===== config.mk =====
export PLATFORM = sky130hd
export DESIGN_NAME = cka_div_cell
export DESIGN_NICKNAME = d
export VERILOG_FILES = /design/src/design/chroma_key_alpha_macros.svh /design/src/design/cka_pkg.sv /design/src/design/cka_div_cell.sv
export SDC_FILE = /design/constraint.sdc
export NUM_CORES = 1
export LEC_CHECK = 0
export ABC_CLOCK_PERIOD_IN_PS = 900
export BUFFER_PORTS_ARGS = -buffer_cell sky130_fd_sc_hd__buf_2
export CAP_MARGIN = 30
export CELL_PAD_IN_SITES_DETAIL_PLACEMENT = 0
export CELL_PAD_IN_SITES_GLOBAL_PLACEMENT = 1
export CORE_ASPECT_RATIO = 0.7
export CORE_UTILIZATION = 37
export DETAILED_ROUTE_END_ITERATION = 6
export PLACE_DENSITY_LB_ADDON = 0.1
export SLEW_MARGIN = 20
export SYNTH_ARGS = -nofsm -noshare
export SYNTH_HDL_FRONTEND = slang
export SYNTH_SLANG_ARGS = --single-unit

===== constraint.sdc =====
create_clock -name clk -period 0.9 [get_ports clk]
set_clock_uncertainty 0.1 [all_clocks]
set_input_delay 0.135 -clock clk [delete_from_list [all_inputs] [get_ports clk]]
set_output_delay 0.135 -clock clk [all_outputs]
set_load 0.01 [all_outputs]

===== src/design/chroma_key_alpha_macros.svh =====
// Assertion macros for the chroma key alpha block.
`ifndef CHROMA_KEY_ALPHA_MACROS_SVH
`define CHROMA_KEY_ALPHA_MACROS_SVH

`ifndef ASSERT_OFF
// Check a condition at every clock edge out of reset.
`define CKA_ASSERT_ALWAYS(lbl, cond) \
    lbl: assert property (@(posedge clk) disable iff (!rst_n) (cond)) \
        else $error("chroma_key_alpha: check failed");
// Check that an antecedent implies a consequent in the same cycle.
`define CKA_ASSERT_IMPLY(lbl, ante, cons) \
    lbl: assert property (@(posedge clk) disable iff (!rst_n) (ante) |-> (cons)) \
        else $error("chroma_key_alpha: implication failed");
// Check that an antecedent implies a consequent in the next cycle.
`define CKA_ASSERT_NEXT(lbl, ante, cons) \
    lbl: assert property (@(posedge clk) disable iff (!rst_n) (ante) |=> (cons)) \
        else $error("chroma_key_alpha: next-cycle check failed");
`else
`define CKA_ASSERT_ALWAYS(lbl, cond)
`define CKA_ASSERT_IMPLY(lbl, ante, cons)
`define CKA_ASSERT_NEXT(lbl, ante, cons)
`endif

`endif


===== src/design/cka_pkg.sv =====
// Shared types, constants and helpers for the chroma key alpha block.
package cka_pkg;

    localparam int COMP_W     = 18;
    localparam int FRAC_W     = 15;
    localparam int ALPHA_W    = FRAC_W + 1;
    localparam int SQ_W       = 2 * COMP_W;
    localparam int SUM_W      = SQ_W + 2;
    localparam int QUO_W      = 32;
    localparam int RATIO_W    = QUO_W + 1;
    localparam int ROOT_W     = QUO_W / 2 + 1;
    localparam int ACC_W      = RATIO_W + 1;
    localparam int DIV_STEPS  = QUO_W;
    localparam int SQRT_STEPS = QUO_W / 2 + 1;
    localparam int SHIFT_W    = 6;
    localparam int CFG_IDX_W  = 3;
    localparam int CFG_DATA_W = COMP_W;
    localparam int TDATA_W    = ((3 * COMP_W + ALPHA_W + 7) / 8) * 8;

    localparam logic [ALPHA_W-1:0] ALPHA_ONE = ALPHA_W'(1) << FRAC_W;

    typedef enum logic [CFG_IDX_W-1:0] {
        REG_CENTER_X     = 3'd0,
        REG_CENTER_Y     = 3'd1,
        REG_CENTER_Z     = 3'd2,
        REG_CENTER_ALPHA = 3'd3,
        REG_EDGE_X       = 3'd4,
        REG_EDGE_Y       = 3'd5,
        REG_EDGE_Z       = 3'd6,
        REG_EDGE_ALPHA   = 3'd7
    } cfg_reg_t;

    // Per-item data that rides along the cell chain
    typedef struct packed {
        logic signed [COMP_W-1:0] x;
        logic signed [COMP_W-1:0] y;
        logic signed [COMP_W-1:0] z;
        logic [ALPHA_W-1:0]       alpha;
        logic [ALPHA_W-1:0]       a_hi;
        logic [ALPHA_W-1:0]       a_lo;
        logic                     in_sphere;
        logic                     zero_out;
        logic                     zero_ratio;
        logic                     full;
    } side_t;

    function automatic logic [ALPHA_W-1:0] sat_alpha(input logic [ALPHA_W-1:0] v);
        return (v > ALPHA_ONE) ? ALPHA_ONE : v;
    endfunction

    function automatic logic [COMP_W-1:0] abs_diff(input logic signed [COMP_W-1:0] a,
                                                   input logic signed [COMP_W-1:0] b);
        logic signed [COMP_W:0] d;
        logic signed [COMP_W:0] n;
        d = (COMP_W+1)'(a) - (COMP_W+1)'(b);
        n = -d;
        return d[COMP_W] ? n[COMP_W-1:0] : d[COMP_W-1:0];
    endfunction

endpackage


===== src/design/cka_div_cell.sv =====
// One restoring-division step cell of the ratio chain.
module cka_div_cell (
    input  logic                         clk,
    input  logic                         rst_n,
    input  logic                         en,
    input  logic                         in_valid,
    input  logic [cka_pkg::SUM_W-1:0]    in_rem,
    input  logic [cka_pkg::QUO_W-1:0]    in_q,
    input  logic [cka_pkg::SUM_W-1:0]    in_den,
    input  cka_pkg::side_t               in_side,
    output logic                         out_valid,
    output logic [cka_pkg::SUM_W-1:0]    out_rem,
    output logic [cka_pkg::QUO_W-1:0]    out_q,
    output logic [cka_pkg::SUM_W-1:0]    out_den,
    output cka_pkg::side_t               out_side
);
    import cka_pkg::*;

    logic                 valid_reg;
    logic [SUM_W-1:0]     rem_reg, rem_next;
    logic [QUO_W-1:0]     q_reg, q_next;
    logic [SUM_W-1:0]     den_reg;
    side_t                side_reg;
    logic [SUM_W:0]       rem_shift;
    logic [SUM_W:0]       rem_sub;

    // Shift in one bit, subtract the divisor where it fits
    always_comb
    begin
        rem_shift = {in_rem, 1'b0};
        rem_sub   = rem_shift - {1'b0, in_den};
        if (rem_shift >= {1'b0, in_den})
        begin
            rem_next = rem_sub[SUM_W-1:0];
            q_next   = {in_q[QUO_W-2:0], 1'b1};
        end
        else
        begin
            rem_next = rem_shift[SUM_W-1:0];
            q_next   = {in_q[QUO_W-2:0], 1'b0};
        end
    end

    // Hold the valid flag
    always_ff @(posedge clk or negedge rst_n)
    begin
        if (!rst_n)
            valid_reg <= 1'b0;
        else if (en)
            valid_reg <= in_valid;
    end

    // Advance the payload
    always_ff @(posedge clk)
    begin
        if (en)
        begin
            rem_reg  <= rem_next;
            q_reg    <= q_next;
            den_reg  <= in_den;
            side_reg <= in_side;
        end
    end

    assign out_valid = valid_reg;
    assign out_rem   = rem_reg;
    assign out_q     = q_reg;
    assign out_den   = den_reg;
    assign out_side  = side_reg;

endmodule


==> results.txt, run 1 <==
- WHS Path Cells: 3
- In this run the cell area of the synthesized design comes to 0.009211 sq mm.
- STA classifies the critical path startpoint as a primary input.
- VDD sags by at most 0.001444 V.
- CTS tree: built
- Prior to clock tree synthesis, the placed netlist has a worst setup slack of -2050 ps.
- In the post-route analysis, the smallest setup slack over all paths is -1401 ps.
- The synthesized design contains 214 enable-type register cells.
- After technology mapping, the gate count stands at 596.
- Number of global-route vias before repair: around 8,400
- The HPWL after detailed placement is approximately 22 mm.
- The later pin in the worst-skew pair is clocked with a latency of roughly 500 ps.
* Status: complete, but fails checks
* Path type of the worst setup path: primary input to flip-flop
- Of all cell types, the one taking the most synthesized area is edfxtp_1.
- Worst-path cell chain: buf_12 > inv_12 > ha_4 > buf_6 > nand4_1 > a211oi_4 > a221oi_4 > buf_4 > o211a_4 > or3_4 > nand4_1 > nand3_1 > mux2_4
- Combinational Power Share: 24.3%
- After clock tree synthesis, the clock-pin slew on the worst setup and hold paths is 60 ps.
- Routed wirelength normalized by instance count: 18.11 um
- Setup TNS: -127,370 ps
- The net count of the finished layout is 1,701.
- In the final layout, the share of cells above drive strength 1 is 53.11%.
* Via total after detailed routing: approximately 8,000
* Core box area: roughly 0.024 sq mm
- Across the run, the number of max-cap violations was 0.
* Area of combinational cells with multiple inputs: 0.003083 sq mm
* Number of cells on the worst reg-to-reg path: 1
- Synthesis produced a netlist with a net count of roughly 850.
* Crit path arrival time: around 2500 ps
- Overall track demand over capacity in global routing: 24.52%
- STA classifies the critical path endpoint as a flip-flop.
- Sequential cells account for a little over two fifths of the total power.
- Summing all placed instances gives a cell area of around 0.013 sq mm.
* CTS Root Cell: clkbuf_16
- After routing the design area is 0.01705 sq mm.
- Antenna viol nets, final: 0
- Post-route DRC violation count: 0
* Synth warn: 0
- For this run, the register share of the synthesized area comes to 70.04%.
- Via density per instance: 4.602
- The detailed router finished its first iteration with 358 violations.
- The clock passes through at most 3 buffers.
* Cell at the slowest stage of the critical path: or3_4
- Fraction of post-synthesis cell area in the top cell type by area: 69.76%
- Leakage: 7.562 nW
* Std cell rows: 47
- Relative to the synthesized area, the layout overhead comes to 85.11%.
- In this run the mean area of a mapped cell was 15.46 sq um.
- Summed over all nets, the switching power comes to 0.007333 W.
- Leftover overflow at the end of global routing: 0
* Max Clock Freq: 0.4346 GHz
* Final setup fails: 256
- The internal power of the cells totals 0.02203 W.
- Io pins: 433
* Dominant cells by area after synthesis: edfxtp_1, ha_1, mux2_4
- At the pin with the least slew margin, the transition time is 469.3 ps.
- Number of library cell types mapped by synthesis: 53
- Across the whole layout, storage elements account for 0.006451 sq mm.
- Measured against its own limit, the worst slew margin works out to roughly two thirds.
- Max Fanout on Critical Path: 4
- Terminating pin of the worst hold path: out_rem[33]
- After layout, the worst path uses 255.6% of the clock period.
- Antenna violations before repair: 7
- The final reports fail on hold timing, setup timing.
- Pwr Density: roughly 1700 mW/mm^2
- The pre-antenna-repair detailed-routing pass consisted of 5 iterations.
- The die covers 0.02554 sq mm.
- The first global-routing pass estimated 47.56 mm of wire.
- Entering global routing, the biggest net connects 24 pins.
- Setup repair after global routing could not meet its margin everywhere.
* Maximum level of the CTS H-tree: 1
* Worst R2R End: out_valid
* Class of the most critical hold timing path: primary input to flip-flop
- Top_reg_cell synth: edfxtp_1
- In this run the horizontal extent of the chip is 190.6 um.
- Startpoint of the lowest-slack hold path: in_rem[32]
- Weighted congestion at the end of routability-driven global placement: 0.8492
* Total Routed Length: 32.27 mm
- Worst slack on hold paths: -71.39 ps
* Initial core utilization: about two fifths
* Max-slew violations: 0
* Clock network fraction of design power: between 30% and 40%
- The most critical setup path has its startpoint at in_den[12].
- Number of clock sinks seen by CTS: 215
- Num CTS Buffers: 23
- Fraction of registers with async set or reset after synthesis: less than 1%
* Number of port buffers: 431
- Worst R2R Start: out_valid
* Fill cells: about 1,800
- STA puts the critical path data required time at roughly 1100 ps.
- Overall die height: 134.0 um
* Final Critical Period: 2301 ps
- Net switching is between 20% and 30% of the power.
- Crit-path max cell delay: ~370 ps
* Flops & latches, synth: 215
- The number of hold violations in the final report was 8.
- For flop-to-flop paths, the worst setup slack is 50 ps.
- Most used cell along the critical path: nand4_1
metrics by stage:
step | power (W) | hold slack, ps | util (%) | instances
final | 0.02936 | -71.39 | 70.89 | 1782
after global routing | 0.03052 | -89.22 | 70.88 | 1781
after CTS | 0.02923 | -91.47 | 69.56 | 1773
after detailed placement | 0.01804 | -188.1 | 54.96 | 1500
after global placement | 0.01798 | -188.1 | 54.96 | 1500
after floorplan | 0.01503 | -260.6 | - | 596
critical path, delay by kind of cell:
kind / cells / cell delay [ps]
AND/OR/NAND/NOR: 4 / 740
AO/OA/AOI/OAI: 3 / 670
buffers and inverters: 4 / 370
adder cells (fa/ha/maj): 1 / 270
multiplexers: 1 / 260
how the worst max path moves through the flow:
| stage | slack, ps | cells past startpoint | end |
|---|---|---|---|
| 2_1_floorplan | -1770 | 12 | out_rem[20] |
| 3_3_place_gp | -2040 | 13 | out_rem[24] |
| 3_5_place_dp | -2050 | 12 | out_rem[24] |
| 4_1_cts | -1350 | 13 | out_rem[32] |
| 5_1_grt | -1450 | 13 | out_rem[32] |
| 6_report | -1400 | 13 | out_rem[34] |
cells in the mapped netlist, drive strengths merged, types with 2 or more instances:
master	n
a211o	4
a211oi	5
a21boi	3
a21o	9
a21oi	40
a221oi	2
a311o	2
a31o	2
a31oi	2
and2	4
and3	4
and4	2
buf	6
clkbuf	5
edfxtp	214
ha	38
inv	48
mux2	36
mux2i	2
nand2	28
nand2b	6
nand3	7
nand4	9
nor2	25
nor2b	6
nor3	5
o211ai	3
o21a	5
o21ai	23
o21bai	3
o311ai	2
or3	2
xnor2	22
xor2	11
flip-flops by register name, summed over array words and instances (netlist names):
signal     count
out_den       38
out_side     106
out_valid      1
out_q         32
out_rem       38
power by group through the flow:
stage               clock, W  combinational, W  sequential (W)
CTS                   0.0101           0.00680          0.0123
global route          0.0104           0.00763          0.0124
finish               0.00984           0.00714          0.0124
detailed placement         0           0.00549          0.0125
global placement           0           0.00546          0.0125
floorplan                  0           0.00193          0.0131
cells by family after synthesis:
group / Yosys count / synth area share [%]
AO/OA/AOI/OAI: 110 / 8.041
adder cells (fa/ha/maj): 39 / 5.379
AND/OR/NAND/NOR: 102 / 5.406
XOR/XNOR: 33 / 3.138
flip-flops: 215 / 70.04
buffers and inverters: 59 / 2.689
multiplexers: 38 / 5.311
cells in the final DEF (no fill, tap or decap), types with 4 or more instances in the layout:
master	netlist	routed
o21ai_0	19	11
dlygate4sd3_1	0	210
nand2_1	28	24
bufinv_16	0	4
o21ai_1	1	6
ha_4	0	18
edfxtp_1	214	214
xor2_1	11	11
nor3_1	5	4
nand2b_1	6	5
a21oi_2	0	8
mux2_4	17	34
o21ai_4	1	4
inv_2	0	8
clkbuf_16	0	24
clkbuf_1	5	6
inv_1	48	35
nor2b_1	6	5
o21a_1	5	5
nand3_1	7	6
buf_12	0	16
buf_2	3	406
a21oi_1	40	30
a21o_1	9	9
ha_1	38	17
buf_6	3	30
a211o_1	4	4
nor2_1	25	23
buf_4	0	168
nand4_1	9	9
xnor2_1	22	21
what timing repair did:
item | in CTS | in global routing
setup buffers | 19 | 9
endpoints found under the hold margin | 218 | 12
gates cloned | 2 | 1
hold buffers | 210 | 2
endpoints found under the setup margin | 254 | 258
pin swaps | 38 | 24
resized for setup | 91 | 71
final cells by class:
type	count	area share, %
Inverter	48	1.247
Antenna cell	3	0.04403
Sequential cell	215	37.83
Clock buffer	30	3.588
Multi-Input combinational cell	322	18.08
Tap cell	318	2.333
Clock inverter	12	0.9613
Timing Repair Buffer	834	35.91
routing by layer:
layer	vias up	routed length, um	share of wire (%)	GRT usage (%)
li1	3954	-	-	-
met1	3922	13580	42	31.25
met2	264	15980	50	42.38
met3	52	1983	6.1	5.390
met4	8	663	2.1	5.956
met5	-	57	0.18	0
Note: power is estimated with default switching activity, not from simulation.
==> run 2: changes to the inputs <==
ABC_CLOCK_PERIOD_IN_PS = 2740   (was 900)
CORE_AREA = 2 2 167 169   (was unset)
CORE_ASPECT_RATIO = unset   (was 0.7)
CORE_UTILIZATION = unset   (was 37)
DIE_AREA = 0 0 169 171   (was unset)
clock period = 2.74 ns   (was 0.9 ns; I/O delays follow)
==> results.txt, run 2 (same netlist as run 1, synthesis figures left out) <==
- The count of pins on the block boundary was 433 (unchanged).
* Class of the most critical hold timing path: primary input to flip-flop (unchanged)
- Wire length of the first global-routing pass: 44.32 mm (was 47.56 mm)
* Total Routed Length: 30.30 mm (was 32.27 mm)
* Total power draw: 0.009169 W (was 0.02936 W)
- The detailed router's first-iteration violation count came to 318 (was 358).
* Leakage: 6.874 nW (was 7.562 nW)
- The post-synthesis to final-layout area growth was 69.06% (was 85.11%).
- Via total after detailed routing: 7,642 (was 8,200)
- Layout cells sized above 1: 49.34% (was 53.11%)
- The arrival time at the worst endpoint is 2820 ps (was 2460 ps).
- The die outline width came to 169 um (was 190.6 um).
- The commonest non-fill, non-tap cell in the layout is buf_2 (unchanged).
* Path type of the worst setup path: primary input to flip-flop (unchanged)
- Derived from the worst setup path, the maximum achievable clock frequency is 0.3771 GHz.
- WHS Path Cells: 2 (was 3)
- The category of the worst setup path capture point is a flip-flop (unchanged).
- Number of port buffers: 431 (unchanged)
- Worst IR drop on VDD: 0.0004252 V (was 0.001444 V)
* CTS tree: built (unchanged)
* Placement-stage cell area: 0.01286 sq mm (was 0.01322 sq mm)
- Worst slew margin relative to its limit: 60.03% (was 68.47%)
- The final hold slack came to 30.18 ps (was -71.39 ps).
- The number of hold violations in the final report is 0 (was 8).
* Overall die height: 171 um (was 134.0 um)
- The largest fanout on the critical path is 6 (was 4).
* Num CTS Buffers: 25 (was 23)
- The destination of the worst hold path is out_valid (was out_rem[33]).
* Setup TNS: 0 ps (was -127,370 ps)
- The startpoint type of the worst setup path is a primary input (unchanged).
- The max-capacitance violation count is 0 (unchanged).
- Worst Tran Pin Value: 599.6 ps (was 469.3 ps)
* Number of nets in the layout: 1,601 (was 1,701)
- The sum of overflow across all layers after global routing came to 0 (unchanged).
- Initial core utilization: 33.71% (was 38.30%)
- The library cell used as clock root buffer is clkbuf_16 (unchanged).
- Counting I/O delays and the setup requirement, the final critical path takes 2652 ps.
- The reg-to-reg endpoint is out_valid (unchanged).
* Number of clock sinks seen by CTS: 215 (unchanged)
- The number of global-route vias before repair came to 7,956 (was 8,383).
* Post-route DRC violation count: 0 (unchanged)
- The number of flip-flops in the largest register is 106 (unchanged).
* DP HPWL: 21.91 mm (was 22.24 mm)
- Startpoint of the lowest-slack hold path: in_valid (was in_rem[32])
* CTS clk-pin slew, worst paths: 60 ps (about the same)
- The total routing resource utilization after global routing was 19.89% (was 24.52%).
* Worst R2R Start: out_valid (unchanged)
* Status: finished, final reports clean (was complete, but fails checks)
* Std cell rows: 61 (was 47)
- Portion of the clock cycle consumed by the worst path in the final layout: 96.78%
- Final setup fails: 0 (was 256)
* Antenna viol nets, final: 0 (unchanged)
* Design area: 0.01557 sq mm (was 0.01705 sq mm)
- Pwr Density: 588.8 mW/mm^2 (was 1722 mW/mm^2)
- The number of H-tree levels is 1 (unchanged).
- Router iterations before antenna repair: 4 (was 5)
- The number of antenna violations at the first check in global routing came to 5 (was 7).
* Number of cells on the worst reg-to-reg path: 1 (unchanged)
* Core box area: 0.02732 sq mm (was 0.02405 sq mm)
- Weighted congestion at the end of routability-driven global placement: 0.8293 (was 0.8492)
- Die area: 0.02890 sq mm (was 0.02554 sq mm)
* Via density per instance: 4.469 (was 4.602)
- Clock latency of the later-clocked register in the worst-skew pair: 510 ps (about the same)
- Commonest cells after routing, fill and taps aside: buf_2, edfxtp_1, dlygate4sd3_1 (unchanged).
- The maximum number of pins on one net before global-route repair was 71 (was 24).
- Routed wirelength normalized by instance count: 17.72 um (was 18.11 um)
* Largest buffer count on any clock path: 3 (unchanged)
* Worst-case register-to-register setup slack: 1910 ps (was 50 ps)
- CP required: 2910 ps (was 1060 ps)
- Max-slew violations: 0 (unchanged)
[run 2: cell types whose count changed in the layout (fill, tap and decap cells not counted), sizes merged]
cell / change
buf: -67
bufinv: -2
diode: +1
dlygate4sd3: -36
clkinv: +3
clkbuf: +1
[run 2: how the worst max path moves through the flow]
stage / from / to / slack [ps] / cells after the start
finish: in_den[12] / out_rem[35] / 90 / 14
CTS: in_rem[15] / out_rem[2] / 60 / 11
global route: in_den[32] / out_rem[33] / -20 / 14
floorplan: in_den[12] / out_rem[20] / -210 / 12
detailed placement: in_den[16] / out_rem[2] / -500 / 12
global placement: in_den[22] / out_rem[36] / -500 / 12
[run 2: area by class of cell]
| class | instances | area [sq um] |
|---|---|---|
| timing repair buffer | 732 | 4980 |
| sequential | 215 | 6451 |
| fill | 2336 | 11750 |
| clock inverter | 13 | 113.9 |
| tap | 346 | 432.9 |
| inverter | 48 | 192.7 |
| clock buffer | 30 | 644.4 |
| multi-input combinational | 322 | 2748 |
| antenna | 4 | 10.01 |
[run 2: metal layers]
metal / GRT usage (%) / share of wire, % / vias up
met5: 0 / 0.036 / -
met4: 6.540 / 3.0 / 2
met3: 5.529 / 7.3 / 54
met2: 36.03 / 50 / 264
met1: 22.72 / 40 / 3568
li1: - / - / 3754
[run 2: repair_timing]
| action | in CTS | in global routing |
|---|---|---|
| resized for setup | 0 | 31 |
| endpoints found under the setup margin | 0 | 35 |
| hold buffers | 173 | 1 |
| buffers inserted | 0 | 4 |
| endpoints found under the hold margin | 173 | 1 |
[run 2: metrics by stage]
step	instances	setup WS, ps	util (%)
3_3_place_gp	1484	-500.8	47.06
5_1_grt	1708	-20.54	56.97
3_5_place_dp	1484	-498.5	47.06
6_report	1710	88.10	56.99
4_1_cts	1700	56.75	56.17
2_1_floorplan	596	-206.4	-
[run 2: critical path, cell delays in order]
cell,delay [ps]
buf_6,100
inv_12,30
ha_4,230
and2_4,150
and3_4,170
a211oi_2,230
o21ai_2,110
a31oi_4,230
o21ai_4,90
a221oi_4,330
buf_6,160
buf_4,120
clkbuf_16,140
mux2_4,290
[run 2: where the power goes]
group	switching (W)	internal [W]	leakage, nW
clock network	0.00128	0.00185	0.377
logic	0.000938	0.00105	4.39
registers	0.0000726	0.00398	2.11
