==> src/design/chroma_key_alpha_macros.svh <==
// Assertion macros for the chroma key alpha block.
`ifndef CHROMA_KEY_ALPHA_MACROS_SVH
`define CHROMA_KEY_ALPHA_MACROS_SVH

`ifndef ASSERT_OFF
// Check a condition at every clock edge out of reset.
`define CKA_ASSERT_ALWAYS(lbl, cond) \
    lbl: assert property (@(posedge clk) disable iff (!rst_n) (cond)) \
        else $error("chroma_key_alpha: check failed");
// Check that an antecedent implies a consequent in the same cycle.
`define CKA_ASSERT_IMPLY(lbl, ante, cons) \
    lbl: assert property (@(posedge clk) disable iff (!rst_n) (ante) |-> (cons)) \
        else $error("chroma_key_alpha: implication failed");
// Check that an antecedent implies a consequent in the next cycle.
`define CKA_ASSERT_NEXT(lbl, ante, cons) \
    lbl: assert property (@(posedge clk) disable iff (!rst_n) (ante) |=> (cons)) \
        else $error("chroma_key_alpha: next-cycle check failed");
`else
`define CKA_ASSERT_ALWAYS(lbl, cond)
`define CKA_ASSERT_IMPLY(lbl, ante, cons)
`define CKA_ASSERT_NEXT(lbl, ante, cons)
`endif

`endif

==> src/design/cka_pkg.sv <==
// Shared types, constants and helpers for the chroma key alpha block.
package cka_pkg;

    localparam int COMP_W     = 18;
    localparam int FRAC_W     = 15;
    localparam int ALPHA_W    = FRAC_W + 1;
    localparam int SQ_W       = 2 * COMP_W;
    localparam int SUM_W      = SQ_W + 2;
    localparam int QUO_W      = 32;
    localparam int RATIO_W    = QUO_W + 1;
    localparam int ROOT_W     = QUO_W / 2 + 1;
    localparam int ACC_W      = RATIO_W + 1;
    localparam int DIV_STEPS  = QUO_W;
    localparam int SQRT_STEPS = QUO_W / 2 + 1;
    localparam int SHIFT_W    = 6;
    localparam int CFG_IDX_W  = 3;
    localparam int CFG_DATA_W = COMP_W;
    localparam int TDATA_W    = ((3 * COMP_W + ALPHA_W + 7) / 8) * 8;

    localparam logic [ALPHA_W-1:0] ALPHA_ONE = ALPHA_W'(1) << FRAC_W;

    typedef enum logic [CFG_IDX_W-1:0] {
        REG_CENTER_X     = 3'd0,
        REG_CENTER_Y     = 3'd1,
        REG_CENTER_Z     = 3'd2,
        REG_CENTER_ALPHA = 3'd3,
        REG_EDGE_X       = 3'd4,
        REG_EDGE_Y       = 3'd5,
        REG_EDGE_Z       = 3'd6,
        REG_EDGE_ALPHA   = 3'd7
    } cfg_reg_t;

    // Per-item data that rides along the cell chain
    typedef struct packed {
        logic signed [COMP_W-1:0] x;
        logic signed [COMP_W-1:0] y;
        logic signed [COMP_W-1:0] z;
        logic [ALPHA_W-1:0]       alpha;
        logic [ALPHA_W-1:0]       a_hi;
        logic [ALPHA_W-1:0]       a_lo;
        logic                     in_sphere;
        logic                     zero_out;
        logic                     zero_ratio;
        logic                     full;
    } side_t;

    function automatic logic [ALPHA_W-1:0] sat_alpha(input logic [ALPHA_W-1:0] v);
        return (v > ALPHA_ONE) ? ALPHA_ONE : v;
    endfunction

    function automatic logic [COMP_W-1:0] abs_diff(input logic signed [COMP_W-1:0] a,
                                                   input logic signed [COMP_W-1:0] b);
        logic signed [COMP_W:0] d;
        logic signed [COMP_W:0] n;
        d = (COMP_W+1)'(a) - (COMP_W+1)'(b);
        n = -d;
        return d[COMP_W] ? n[COMP_W-1:0] : d[COMP_W-1:0];
    endfunction

endpackage

==> src/design/cka_sqrt_cell.sv <==
// One digit-by-digit square root step cell.
module cka_sqrt_cell (
    input  logic                         clk,
    input  logic                         rst_n,
    input  logic                         en,
    input  logic [cka_pkg::SHIFT_W-1:0]  shift,
    input  logic                         in_valid,
    input  logic [cka_pkg::RATIO_W-1:0]  in_v,
    input  logic [cka_pkg::ACC_W-1:0]    in_r,
    input  cka_pkg::side_t               in_side,
    output logic                         out_valid,
    output logic [cka_pkg::RATIO_W-1:0]  out_v,
    output logic [cka_pkg::ACC_W-1:0]    out_r,
    output cka_pkg::side_t               out_side
);
    import cka_pkg::*;

    logic                 valid_reg;
    logic [RATIO_W-1:0]   v_reg, v_next;
    logic [ACC_W-1:0]     r_reg, r_next;
    side_t                side_reg;
    logic [ACC_W-1:0]     bit_val;
    logic [ACC_W-1:0]     trial;
    logic [ACC_W-1:0]     v_diff;

    // Try the next root digit
    always_comb
    begin
        bit_val = ACC_W'(1) << shift;
        trial   = in_r + bit_val;
        v_diff  = {1'b0, in_v} - trial;
        if ({1'b0, in_v} >= trial)
        begin
            v_next = v_diff[RATIO_W-1:0];
            r_next = (in_r >> 1) + bit_val;
        end
        else
        begin
            v_next = in_v;
            r_next = in_r >> 1;
        end
    end

    // Hold the valid flag
    always_ff @(posedge clk or negedge rst_n)
    begin
        if (!rst_n)
            valid_reg <= 1'b0;
        else if (en)
            valid_reg <= in_valid;
    end

    // Advance the payload
    always_ff @(posedge clk)
    begin
        if (en)
        begin
            v_reg    <= v_next;
            r_reg    <= r_next;
            side_reg <= in_side;
        end
    end

    assign out_valid = valid_reg;
    assign out_v     = v_reg;
    assign out_r     = r_reg;
    assign out_side  = side_reg;

endmodule

==> config.mk <==
export PLATFORM = sky130hd
export DESIGN_NAME = cka_sqrt_cell
export DESIGN_NICKNAME = d
export VERILOG_FILES = /design/src/design/chroma_key_alpha_macros.svh /design/src/design/cka_pkg.sv /design/src/design/cka_sqrt_cell.sv
export SDC_FILE = /design/constraint.sdc
export NUM_CORES = 1
export LEC_CHECK = 0
export BUFFER_PORTS_ARGS = -buffer_cell sky130_fd_sc_hd__buf_2
export CAP_MARGIN = 20
export CORE_MARGIN = 2
export CORE_UTILIZATION = 25
export CTS_BUF_LIST = sky130_fd_sc_hd__clkbuf_8
export DETAILED_ROUTE_END_ITERATION = 7
export GPL_ROUTABILITY_DRIVEN = 1
export PLACE_DENSITY = 0.48
export SYNTH_ARGS = -nofsm -noshare
export SYNTH_HDL_FRONTEND = slang
export SYNTH_SLANG_ARGS = --single-unit
==> constraint.sdc <==
create_clock -name clk -period 1.9 [get_ports clk]
set_clock_uncertainty 0.2 [all_clocks]
set_input_delay 0.285 -clock clk [delete_from_list [all_inputs] [get_ports clk]]
set_output_delay 0.285 -clock clk [all_outputs]
set_load 0.01 [all_outputs]
==> flow_summary_export.csv, run 1 <==
group,metric,value,unit
logic_synthesis,seq_area_frac_synth,0.446,
floorplanning,die_area,0.0485,mm²
setup_path,end_kind,"register",
floorplanning,rows,79,
timing,grt_setup_unrepaired,"yes",
power,static-leakage-power,9.37,nW
timing,final_max_slew_viol_count,0,
floorplanning,initial_core_utilization,0.252,
logic_synthesis,synthDistinctLibCells,79,
global_routing,wire_length_of_the_first_global_routing_pass,70.4,mm
placed_design,hpwlAfterDp,37.2,mm
detailed_routing,drcViolationCount,0,
flow_run,cap_violations,0,
cts,ctsRootBufferMaster,"clkbuf_8",
logic_synthesis,postSynthRegisterBits,174,
cts,cts_made_buffers,17,
setup_path,worst-endpoint-arrival,5.32,ns
cells_and_area,syn_to_final_growth,72.7,%
logic_synthesis,syn_area_per_cell,10.8,µm²
logic_synthesis,postSynth.asyncResetShare,0.00575,
global_routing,antenna_found_initial,4,
detailed_routing,dr_iter_0_viols,536,
timing,period_minus_slack,5.22,ns
setup_path,critPathLaunchType,"input pin",
worst_hold_path,hp-class,"in -> reg",
detailed_routing,via_per_inst,4.63,
timing,final.hold.worst_slack,0.0356,ns
setup_path,worst-endpoint-required,2.00,ns
power,power_per_cell_area,563,mW/mm²
timing,setup-violations-final,67,
global_routing,grt_max_degree,60,
cells_and_area,finalCoreUtilization,0.436,
global_routing,vias_in_the_first_global_route,12400,
cts,h-tree-depth,4,
cts,clock-sinks,174,
floorplanning,floorplan.io_pins,357,
timing,worst_slew_margin_rel,0.618,
timing,final-hold-violation-count,0,
detailed_routing,postRouteWirelength,48.3,mm
cells_and_area,filler_cell_count,4475,
timing,worst_slew_pin_slew,0.565,ns
cts,ctsLongestPathBuffers,2,
detailed_routing,drtAntennaViolNets,0,
detailed_routing,drt_pre_antenna_iters,5,
floorplanning,core_area,0.0464,mm²
logic_synthesis,postSynth.topFlopCell,"edfxtp_1",
timing,finalWorstSetupSlack,-3.32,ns
logic_synthesis,ys.warnings.count,0,
setup_path,critical_path.max_fanout,6,
power,worst_vdd_ir,0.605,mV
cts,cts_tree,"yes",
detailed_routing,routed-via-count,12200,
timing,final_min_period_over_clock_period,2.75,
cells_and_area,final_layout_size_suffix_gt1_frac,0.473,
placed_design,globalplace.congestion,0.909,
global_routing,globalRoute.totalOverflow,0,
global_routing,grt_util_all_layers,0.194,
logic_synthesis,postSynthCellCount,1080,
setup_path,worst_setup_path_category,"in -> reg",
logic_synthesis,mappedNetlistNets,1355,
outcome,failing_checks,"setup timing",
worst_hold_path,hold_depth,4,
floorplanning,die_w,220,µm
floorplanning,dieHeight,220,µm
timing,fmaxAchievable,191,MHz
cts,clk-insertion-delay-late,0.54,ns
logic_synthesis,synth-edff-count,173,
cts,clkSlewWorstSetupHoldPaths,0.10,ns
outcome,run_status,"finished with violations",
logic_synthesis,post_synthesis_cell_area,0.0117,mm²
detailed_routing,wl_per_cell,18.4,µm
setup_path,reg2regPathDepth,2,
placed_design,place.port_buffers,356,
cells_and_area,design.final.nets,2282,
area by class of cell:
| class | count | area [µm²] | share of cell area |
|---|---|---|---|
| well taps | 607 | 759 | 0.0376 |
| flip-flops and latches | 174 | 5220 | 0.258 |
| clock buffers | 17 | 234 | 0.0116 |
| clock inverters | 15 | 219 | 0.0108 |
| diodes | 2 | 5.00 | 0.000248 |
| multi-input cells | 845 | 6780 | 0.336 |
| inverters | 31 | 116 | 0.00576 |
| repair buffers | 938 | 6860 | 0.340 |
where the power goes:
| group | switching (W) | total, W | internal, W |
|---|---|---|---|
| clock | 0.00175 | 0.00312 | 0.00137 |
| sequential | 0.000113 | 0.00472 | 0.00461 |
| combinational | 0.00170 | 0.00354 | 0.00184 |
| total | 0.00356 | 0.0114 | 0.00782 |
sequential cells by signal (all words and copies together), names as in the netlist:
signal,count
out_r,34
out_side,106
out_v,33
out_valid,1
through the flow:
| step | instances | worst slack (ns) | cell area [µm²] | setup TNS (ns) | total power, W |
|---|---|---|---|---|---|
| after global placement | 2405 | -4.17 | 17200 | -274.83 | 0.00777 |
| final | 2629 | -3.32 | 20200 | -218.27 | 0.0114 |
| after CTS | 2618 | -3.18 | 19900 | -207.63 | 0.0115 |
| after detailed placement | 2405 | -4.18 | 17200 | -274.18 | 0.00778 |
| after floorplan | 1080 | -3.65 | 11800 | -240.97 | 0.00614 |
| after global routing | 2628 | -3.44 | 20200 | -226.40 | 0.0120 |
routing by layer:
metal	share of wire	global-route usage	wire length (µm)	up-vias
met5	0.00075	0	36	-
met4	0.036	0.0819	1740	6
met3	0.047	0.0320	2250	81
met2	0.51	0.355	24500	333
met1	0.41	0.222	19800	5741
li1	-	-	-	6001
cells by family (layout without fill, tap and decap cells):
family / count (synthesis) / after routing / synth area share
AOI/OAI and AO/OA: 321 / 321 / 0.183
xor gates and xnor gates: 92 / 92 / 0.0689
adders and majority gates: 95 / 95 / 0.103
buffers and inverters: 61 / 1001 / 0.0231
DFF: 174 / 174 / 0.446
muxes: 56 / 56 / 0.0532
other: 0 / 2 / 0
and+or+nand+nor: 281 / 281 / 0.123
cells in the mapped netlist (all sizes together), types with 5 or more instances:
cell type    n  area (µm²)
nor4         7        50.1
nand3b       9        67.6
nand2       63         236
edfxtp     173        5190
a211oi      11        92.6
and3        10        62.6
ha          89        1110
a21boi       5        37.5
nand3       17        85.1
o21a         9        67.6
mux2i        7        70.1
o21ai       59         295
o211ai       7        52.6
nand4        8        50.1
mux2        49         552
nand2b      15        93.8
nor3        19         106
o21bai      12        90.1
buf         14        93.8
nor2b       13        81.3
nor4b        6        65.1
or3          8        50.1
a22oi        5        37.5
nor2        85         324
and4         5        43.8
a21o        67         503
clkbuf      16        60.1
a31oi       16         100
a21oi       84         420
xor2        27         236
inv         30         113
xnor2       65         569
worst paths after layout:
check                                from         to  slack (ns)
worst max-delay path             shift[3]  out_v[32]       -3.32
worst min-delay path             in_r[31]  out_r[30]        0.04
max in group asynchronous           rst_n  out_valid        1.01
min in group asynchronous           rst_n  out_valid        0.39
worst max register to register  out_valid  out_valid        0.39
worst min register to register  out_valid  out_valid        0.87
worst max-delay path, stage by stage:
cell and delay (ns):
buf_8 0.10, or4_4 0.57, nor2_4 0.13, ha_4 0.22, a211oi_2 0.21, o32ai_2 0.12, a221o_1 0.34, o211ai_1 0.30
a211oi_2 0.13, nor2_1 0.16, o21a_1 0.18, nor2_2 0.06, a31oi_1 0.16, xor2_1 0.31, ha_1 0.33, a21o_1 0.18
a21o_1 0.20, a211oi_4 0.30, a21oi_2 0.10, o21ai_2 0.20, nor3_4 0.06, buf_6 0.17, clkbuf_16 0.18, mux2_4 0.30
cell usage in the layout (no fill, tap or decap), types with 8 or more instances in the layout:
cell / Yosys / routed
ha_1: 89 / 82
clkbuf_8: 0 / 17
mux2_2: 33 / 33
nand4_1: 8 / 8
a21o_1: 67 / 67
nand2b_1: 15 / 12
nor3_1: 18 / 18
a21oi_2: 0 / 12
edfxtp_1: 173 / 173
inv_1: 30 / 30
xnor2_1: 65 / 61
mux2_4: 0 / 15
nand3_1: 17 / 15
o21bai_1: 12 / 12
nor2_2: 2 / 15
a21oi_1: 84 / 71
a31oi_1: 16 / 14
o21a_1: 9 / 9
and3_1: 10 / 9
nor2b_1: 13 / 11
nand2_1: 63 / 57
buf_2: 6 / 350
dlygate4sd3_1: 0 / 167
buf_4: 5 / 395
nor2_1: 83 / 63
nand3b_1: 9 / 9
xor2_1: 27 / 27
buf_12: 0 / 10
buf_6: 2 / 9
o21ai_0: 56 / 48
repair_timing:
item	4_1_cts	5_1_grt
hold buffers	167	0
endpoints found under the hold margin	185	0
cloned	4	4
buffers inserted	12	7
resized for setup	104	34
setup endpoints to repair	67	67
pin swaps	27	8
Power figures use the tool's default switching activity.
==> run 2, diff against run 1 <==
--- a/config.mk
+++ b/config.mk
@@ -9,7 +9,7 @@
 export CAP_MARGIN = 20
 export CORE_MARGIN = 2
 export CORE_UTILIZATION = 25
-export CTS_BUF_LIST = sky130_fd_sc_hd__clkbuf_8
+export CTS_BUF_LIST = sky130_fd_sc_hd__clkbuf_16
 export DETAILED_ROUTE_END_ITERATION = 7
 export GPL_ROUTABILITY_DRIVEN = 1
 export PLACE_DENSITY = 0.48
==> run 2 against run 1 <==
Effect of this change: register-to-register slack improved by 0.56 ns; routed wire length is 0.64% lower; highest routed layer unchanged; combinational power hardly changed; critical endpoint unchanged; first-iteration DRC count shrank 2.2%; cell area grew 0.12%; the flow still finishes with violations (setup timing).
==> flow_summary_export.csv, run 2 (synthesis gave the netlist of run 1 again) <==
group,metric,value,unit
cells_and_area,design.final.nets,2264,
power,static-leakage-power,9.40,nW
setup_path,critical_path_cell_list,"buf_8 > or4_4 > nor2_4 > ha_4 > a211oi_2 > o32ai_2 > a221o_1 > o211ai_1 > a211oi_2 > nor2_1 > o21a_1 > nor2_2 > a31oi_1 > xor2_1 > ha_1 > a21o_1 > a21o_1 > a211oi_4 > a21oi_2 > o21ai_2 > nor3_4 > buf_6 > buf_16 > mux2_1",
power,total_switching_power,0.00367,W
timing,setup-tns-final,-221.32,ns
power,worst_vdd_ir,0.789,mV
cells_and_area,filler_cell_count,4440,
setup_path,end_kind,"register",
floorplanning,core_area,0.0464,mm²
cts,clkSlewWorstSetupHoldPaths,0.09,ns
setup_path,number_of_buffer_and_inverter_instances_along_the_worst_setup_path,3,
global_routing,grt_max_degree,60,
power,power_per_cell_area,606,mW/mm²
setup_path,worst_setup_path_category,"in -> reg",
cts,clk-insertion-delay-late,0.48,ns
detailed_routing,dr_iter_0_viols,524,
setup_path,crit-reg2reg-capture,"out_valid",
power,switch_share,0.300,
setup_path,r2r_setup_slack,0.95,ns
setup_path,path_delay_family,"compound AO/OA/AOI/OAI gates",
floorplanning,dieHeight,220,µm
global_routing,wire_length_of_the_first_global_routing_pass,70.2,mm
timing,grt_setup_unrepaired,"yes",
setup_path,critPathLaunchType,"input pin",
cts,cts_made_buffers,17,
floorplanning,die_w,220,µm
timing,setup-violations-final,67,
cts,clock-sinks,174,
global_routing,globalRoute.totalOverflow,0,
placed_design,hpwlAfterDp,37.2,mm
worst_hold_path,hold-path-endpoint,"out_v[21]",
floorplanning,rows,79,
detailed_routing,drtAntennaViolNets,0,
floorplanning,die_area,0.0485,mm²
placed_design,globalplace.congestion,0.909,
setup_path,worst-endpoint-required,1.93,ns
cts,cts_tree,"yes",
cells_and_area,syn_to_final_growth,72.9,%
timing,fmaxAchievable,191,MHz
cells_and_area,number_of_flip_flops_under_the_largest_register_name,106,
setup_path,critical_path.max_fanout,6,
detailed_routing,via_per_inst,4.61,
worst_hold_path,hp-class,"in -> reg",
power,clockPowerShare,0.328,
global_routing,vias_in_the_first_global_route,12300,
detailed_routing,drt_pre_antenna_iters,5,
placed_design,place.port_buffers,356,
detailed_routing,wl_per_cell,18.4,µm
detailed_routing,postRouteWirelength,48.0,mm
detailed_routing,routed-via-count,12100,
timing,final_max_slew_viol_count,0,
cts,ctsRootBufferMaster,"clkbuf_16",
timing,worst_slew_pin_slew,0.548,ns
timing,worst_slew_margin_rel,0.630,
outcome,failing_checks,"setup timing",
power,power_frac_comb,0.287,
power,power_frac_seq,0.385,
setup_path,worstReg2RegStart,"out_valid",
timing,final-hold-violation-count,0,
global_routing,grt_util_all_layers,0.195,
timing,period_minus_slack,5.25,ns
detailed_routing,drcViolationCount,0,
setup_path,worst-endpoint-arrival,5.28,ns
cts,h-tree-depth,4,
setup_path,timing.critical_path.slowest_cell_delay,0.58,ns
setup_path,cpMaxStageDelayCell,"or4_4",
global_routing,antenna_found_initial,7,
worst_hold_path,timing.hold.worst.start,"in_v[21]",
timing,final_min_period_over_clock_period,2.76,
cells_and_area,layout.cells.most_common,"buf_4",
power,p_int,0.00858,W
floorplanning,initial_core_utilization,0.252,
floorplanning,floorplan.io_pins,357,
setup_path,reg2regPathDepth,1,
flow_run,cap_violations,0,
worst_hold_path,hold_depth,3,
cells_and_area,final_layout_size_suffix_gt1_frac,0.479,
cts,ctsLongestPathBuffers,2,
outcome,run_status,"finished with violations",
cells_and_area,mostFrequentLayoutCells,"396 x buf_4, 350 x buf_2, 173 x edfxtp_1",
timing,finalWorstSetupSlack,-3.35,ns
placed_design,post-place-cells,2405,
cells_and_area,layoutNonFillerInstCount,2614,
## run 2: worst max-delay path by stage
stage / from / to / cells past startpoint
after floorplan: shift[3] / out_r[0] / 25
after global placement: shift[3] / out_r[12] / 24
after detailed placement: shift[3] / out_r[24] / 23
after CTS: shift[3] / out_r[31] / 24
after global routing: shift[3] / out_v[26] / 28
final: shift[3] / out_v[32] / 24
## run 2: routing by layer
metal	GRT usage	routed length, µm	vias up	part of all wire
met5	0	35	-	0.00073
met4	0.0781	1480	6	0.031
met3	0.0400	2400	71	0.050
met2	0.356	24200	328	0.50
met1	0.220	19800	5662	0.41
li1	-	-	5983	-
## run 2: what timing repair did
action                                  CTS  global route
setup buffers                            15             7
gates resized for setup                 119            30
cloned                                    6             3
hold buffers                            147             0
endpoints found under the setup margin   67            67
endpoints found under the hold margin   166             0
pin swaps                                28            12
## run 2: worst min-delay path, stage by stage
cell and delay (ns):
buf_2 0.11, buf_4 0.10, mux2_2 0.13
## run 2: final cells by class
cell class / instances / area (µm²) / share of cell area
diodes: 5 / 12.5 / 0.000619
multi-input cells: 845 / 6780 / 0.335
inverters: 31 / 116 / 0.00575
flip-flops and latches: 174 / 5220 / 0.258
repair buffers: 920 / 6700 / 0.331
clock buffers: 17 / 425 / 0.0210
well taps: 607 / 759 / 0.0376
clock inverters: 15 / 219 / 0.0108
## run 2: stage by stage
step	utilization	hold WS [ns]	setup slack (ns)	power [W]	area, µm²
floorplan	-	-0.211	-3.65	0.00614	11800
global placement	0.370	-0.139	-4.17	0.00777	17200
detailed placement	0.370	-0.136	-4.18	0.00778	17200
CTS	0.433	0.00174	-3.29	0.0124	20100
global route	0.436	0.0290	-3.55	0.0129	20200
finish	0.436	0.0386	-3.35	0.0122	20200
## run 2: power by group through the flow
stage	sequential (W)	combinational [W]	clock (W)
6_report	0.00472	0.00351	0.00401
2_1_floorplan	0.00497	0.00117	0
5_1_grt	0.00476	0.00382	0.00432
3_5_place_dp	0.00481	0.00297	0
3_3_place_gp	0.00482	0.00296	0
4_1_cts	0.00473	0.00349	0.00417
==> run 3, diff against run 2 <==
--- a/config.mk
+++ b/config.mk
@@ -12,7 +12,7 @@
 export CTS_BUF_LIST = sky130_fd_sc_hd__clkbuf_16
 export DETAILED_ROUTE_END_ITERATION = 7
 export GPL_ROUTABILITY_DRIVEN = 1
-export PLACE_DENSITY = 0.48
+export PLACE_DENSITY = 0.49
 export SYNTH_ARGS = -nofsm -noshare
 export SYNTH_HDL_FRONTEND = slang
 export SYNTH_SLANG_ARGS = --single-unit
==> constraint.sdc (replaced) <==
create_clock -name clk -period 4.4 [get_ports clk]
set_clock_uncertainty 0.2 [all_clocks]
set_input_delay 0.66 -clock clk [delete_from_list [all_inputs] [get_ports clk]]
set_output_delay 0.66 -clock clk [all_outputs]
set_load 0.05 [all_outputs]
==> run 3 against run 2 <==
Effect of this change: clock-buffer cell count is the same; final cell count fell by 7.8%; die area is the same; total power down 56%; clock power is 60% lower; critical endpoint is now out_v[4]; highest routed layer unchanged; the flow still finishes with violations (setup timing); first-iteration DRC count decreased by 1.9%.
==> flow_summary_export.csv, run 3 (synthesis gave the netlist of run 1 again) <==
group,metric,value,unit
setup_path,reg2regPathDepth,1,
outcome,run_status,"finished with violations",
cts,clock-sinks,174,
setup_path,worst-endpoint-arrival,5.67,ns
detailed_routing,via_per_inst,4.61,
power,power_per_cell_area,297,mW/mm²
setup_path,critical_path.max_fanout,8,
global_routing,vias_in_the_first_global_route,11300,
global_routing,globalRoute.totalOverflow,0,
timing,fmaxAchievable,177,MHz
power,static-leakage-power,8.52,nW
detailed_routing,routed-via-count,11100,
global_routing,grt_util_all_layers,0.181,
cells_and_area,design.final.nets,2063,
placed_design,post-place-cells,2343,
worst_hold_path,timing.hold.worst.start,"in_side[91]",
cts,cts_tree,"yes",
setup_path,r2r_setup_slack,3.47,ns
flow_run,cap_violations,0,
cts,ctsRootBufferMaster,"clkbuf_16",
cts,clk-insertion-delay-late,0.48,ns
timing,final-hold-violation-count,0,
setup_path,end_kind,"register",
cells_and_area,layout.cells.most_common,"buf_2",
power,worst_vdd_ir,0.392,mV
floorplanning,dieHeight,220,µm
worst_hold_path,hp-class,"in -> reg",
timing,finalWorstSetupSlack,-1.24,ns
placed_design,globalplace.congestion,0.870,
timing,final_min_period_over_clock_period,1.28,
timing,grt_setup_unrepaired,"yes",
setup_path,worst_setup_path_category,"in -> reg",
cts,clkSlewWorstSetupHoldPaths,0.07,ns
detailed_routing,drtAntennaViolNets,0,
timing,setup-tns-final,-78.16,ns
timing,final_max_slew_viol_count,0,
cts,h-tree-depth,4,
floorplanning,initial_core_utilization,0.252,
cts,ctsLongestPathBuffers,2,
setup_path,critPathLaunchType,"input pin",
detailed_routing,wl_per_cell,18.6,µm
timing,period_minus_slack,5.64,ns
worst_hold_path,hold_depth,1,
cells_and_area,layoutNonFillerInstCount,2409,
setup_path,worst-endpoint-required,4.43,ns
timing,worst_slew_margin_rel,0.485,
cells_and_area,final_layout_size_suffix_gt1_frac,0.499,
worst_hold_path,hold-path-endpoint,"out_side[91]",
detailed_routing,drt_pre_antenna_iters,6,
floorplanning,core_area,0.0464,mm²
detailed_routing,drcViolationCount,0,
timing,worst_slew_pin_slew,0.773,ns
global_routing,wire_length_of_the_first_global_routing_pass,65.2,mm
setup_path,crit-reg2reg-capture,"out_valid",
outcome,failing_checks,"setup timing",
detailed_routing,dr_iter_0_viols,514,
cts,cts_made_buffers,17,
placed_design,hpwlAfterDp,36.6,mm
cells_and_area,syn_to_final_growth,56.8,%
placed_design,place.port_buffers,356,
setup_path,worstReg2RegStart,"out_valid",
timing,setup-violations-final,67,
floorplanning,rows,79,
floorplanning,die_area,0.0485,mm²
global_routing,antenna_found_initial,5,
global_routing,grt_max_degree,81,
detailed_routing,postRouteWirelength,44.7,mm
cells_and_area,mostFrequentLayoutCells,"351 x buf_2, 343 x buf_4, 173 x edfxtp_1",
floorplanning,floorplan.io_pins,357,
floorplanning,die_w,220,µm
cells_and_area,number_of_flip_flops_under_the_largest_register_name,106,
setup_path,worstSetupStartpoint,"shift[4]",
run 3: changes by cell type in the layout (fill, tap and decap cells not counted), moves of 4 or more:
cell	before	now
dlygate4sd3_1	147	1
buf_4	396	343
mux2_2	33	7
mux2_4	15	37
nor2_2	15	5
nor2_4	7	14
diode_2	5	1
mux2_1	1	5
xnor2_2	5	1
run 3: timing repair:
action / in CTS / in global routing
hold endpoints to repair: 1 / 0
resized for setup: 83 / 79
cloned: 2 / 1
hold buffers: 1 / 0
endpoints found under the setup margin: 67 / 67
buffers inserted: 20 / 11
pin swaps: 55 / 38
run 3: power by group:
| group | switching, W | internal, W | total, W |
|---|---|---|---|
| Combinational | 0.00112 | 0.000687 | 0.00181 |
| Clock | 0.000783 | 0.000809 | 0.00159 |
| Sequential | 0.0000481 | 0.00199 | 0.00204 |
| Total | 0.00195 | 0.00349 | 0.00544 |
run 3: cell type report:
cell class | count | area [µm²]
multi-input combinational | 845 | 6910
sequential | 174 | 5220
fill | 4665 | 28000
clock inverter | 15 | 178
inverter | 31 | 116
antenna | 1 | 2.50
tap | 607 | 759
timing repair buffer | 719 | 4730
clock buffer | 17 | 425
run 3: metal layers:
metal  track usage  wire [µm]
met1         0.208      18600
met2         0.336      23000
met3        0.0370       2280
met4        0.0553        820
met5             0         13
run 3: how the worst max path moves through the flow:
stage | end | cells past startpoint | slack (ns)
floorplan | out_r[0] | 25 | -1.52
global placement | out_v[31] | 25 | -2.23
detailed placement | out_v[31] | 25 | -2.30
CTS | out_v[9] | 25 | -1.23
global route | out_v[9] | 23 | -1.46
finish | out_v[4] | 26 | -1.24
run 3: through the flow:
step                hold WS [ns]  instance area, µm²  setup WS, ns  power (W)   util
global route               0.104               18300         -1.46    0.00571  0.396
detailed placement         0.236               16700         -2.30    0.00377  0.361
finish                     0.143               18300         -1.24    0.00544  0.396
CTS                       0.0975               17900         -1.23    0.00546  0.386
global placement           0.236               16700         -2.23    0.00376  0.361
floorplan                  0.164               11800         -1.52    0.00309      -
run 3: worst max-delay path, stage by stage:
cell and delay, ns:
buf_8 0.11, or4_4 0.60, nor2_4 0.17, ha_4 0.22
a211oi_2 0.20, o32ai_2 0.12, a221o_1 0.33, o21ai_2 0.16
nand2_1 0.09, a21o_1 0.15, a21o_1 0.17, a21o_1 0.16
a21oi_2 0.12, xor2_1 0.09, ha_1 0.31, and3_4 0.18
and3_4 0.21, o2111ai_4 0.13, a21oi_2 0.22, o21ai_2 0.09
a21oi_2 0.15, o21ai_2 0.08, nor3_4 0.25, buf_12 0.22
clkbuf_16 0.18, mux2_4 0.29
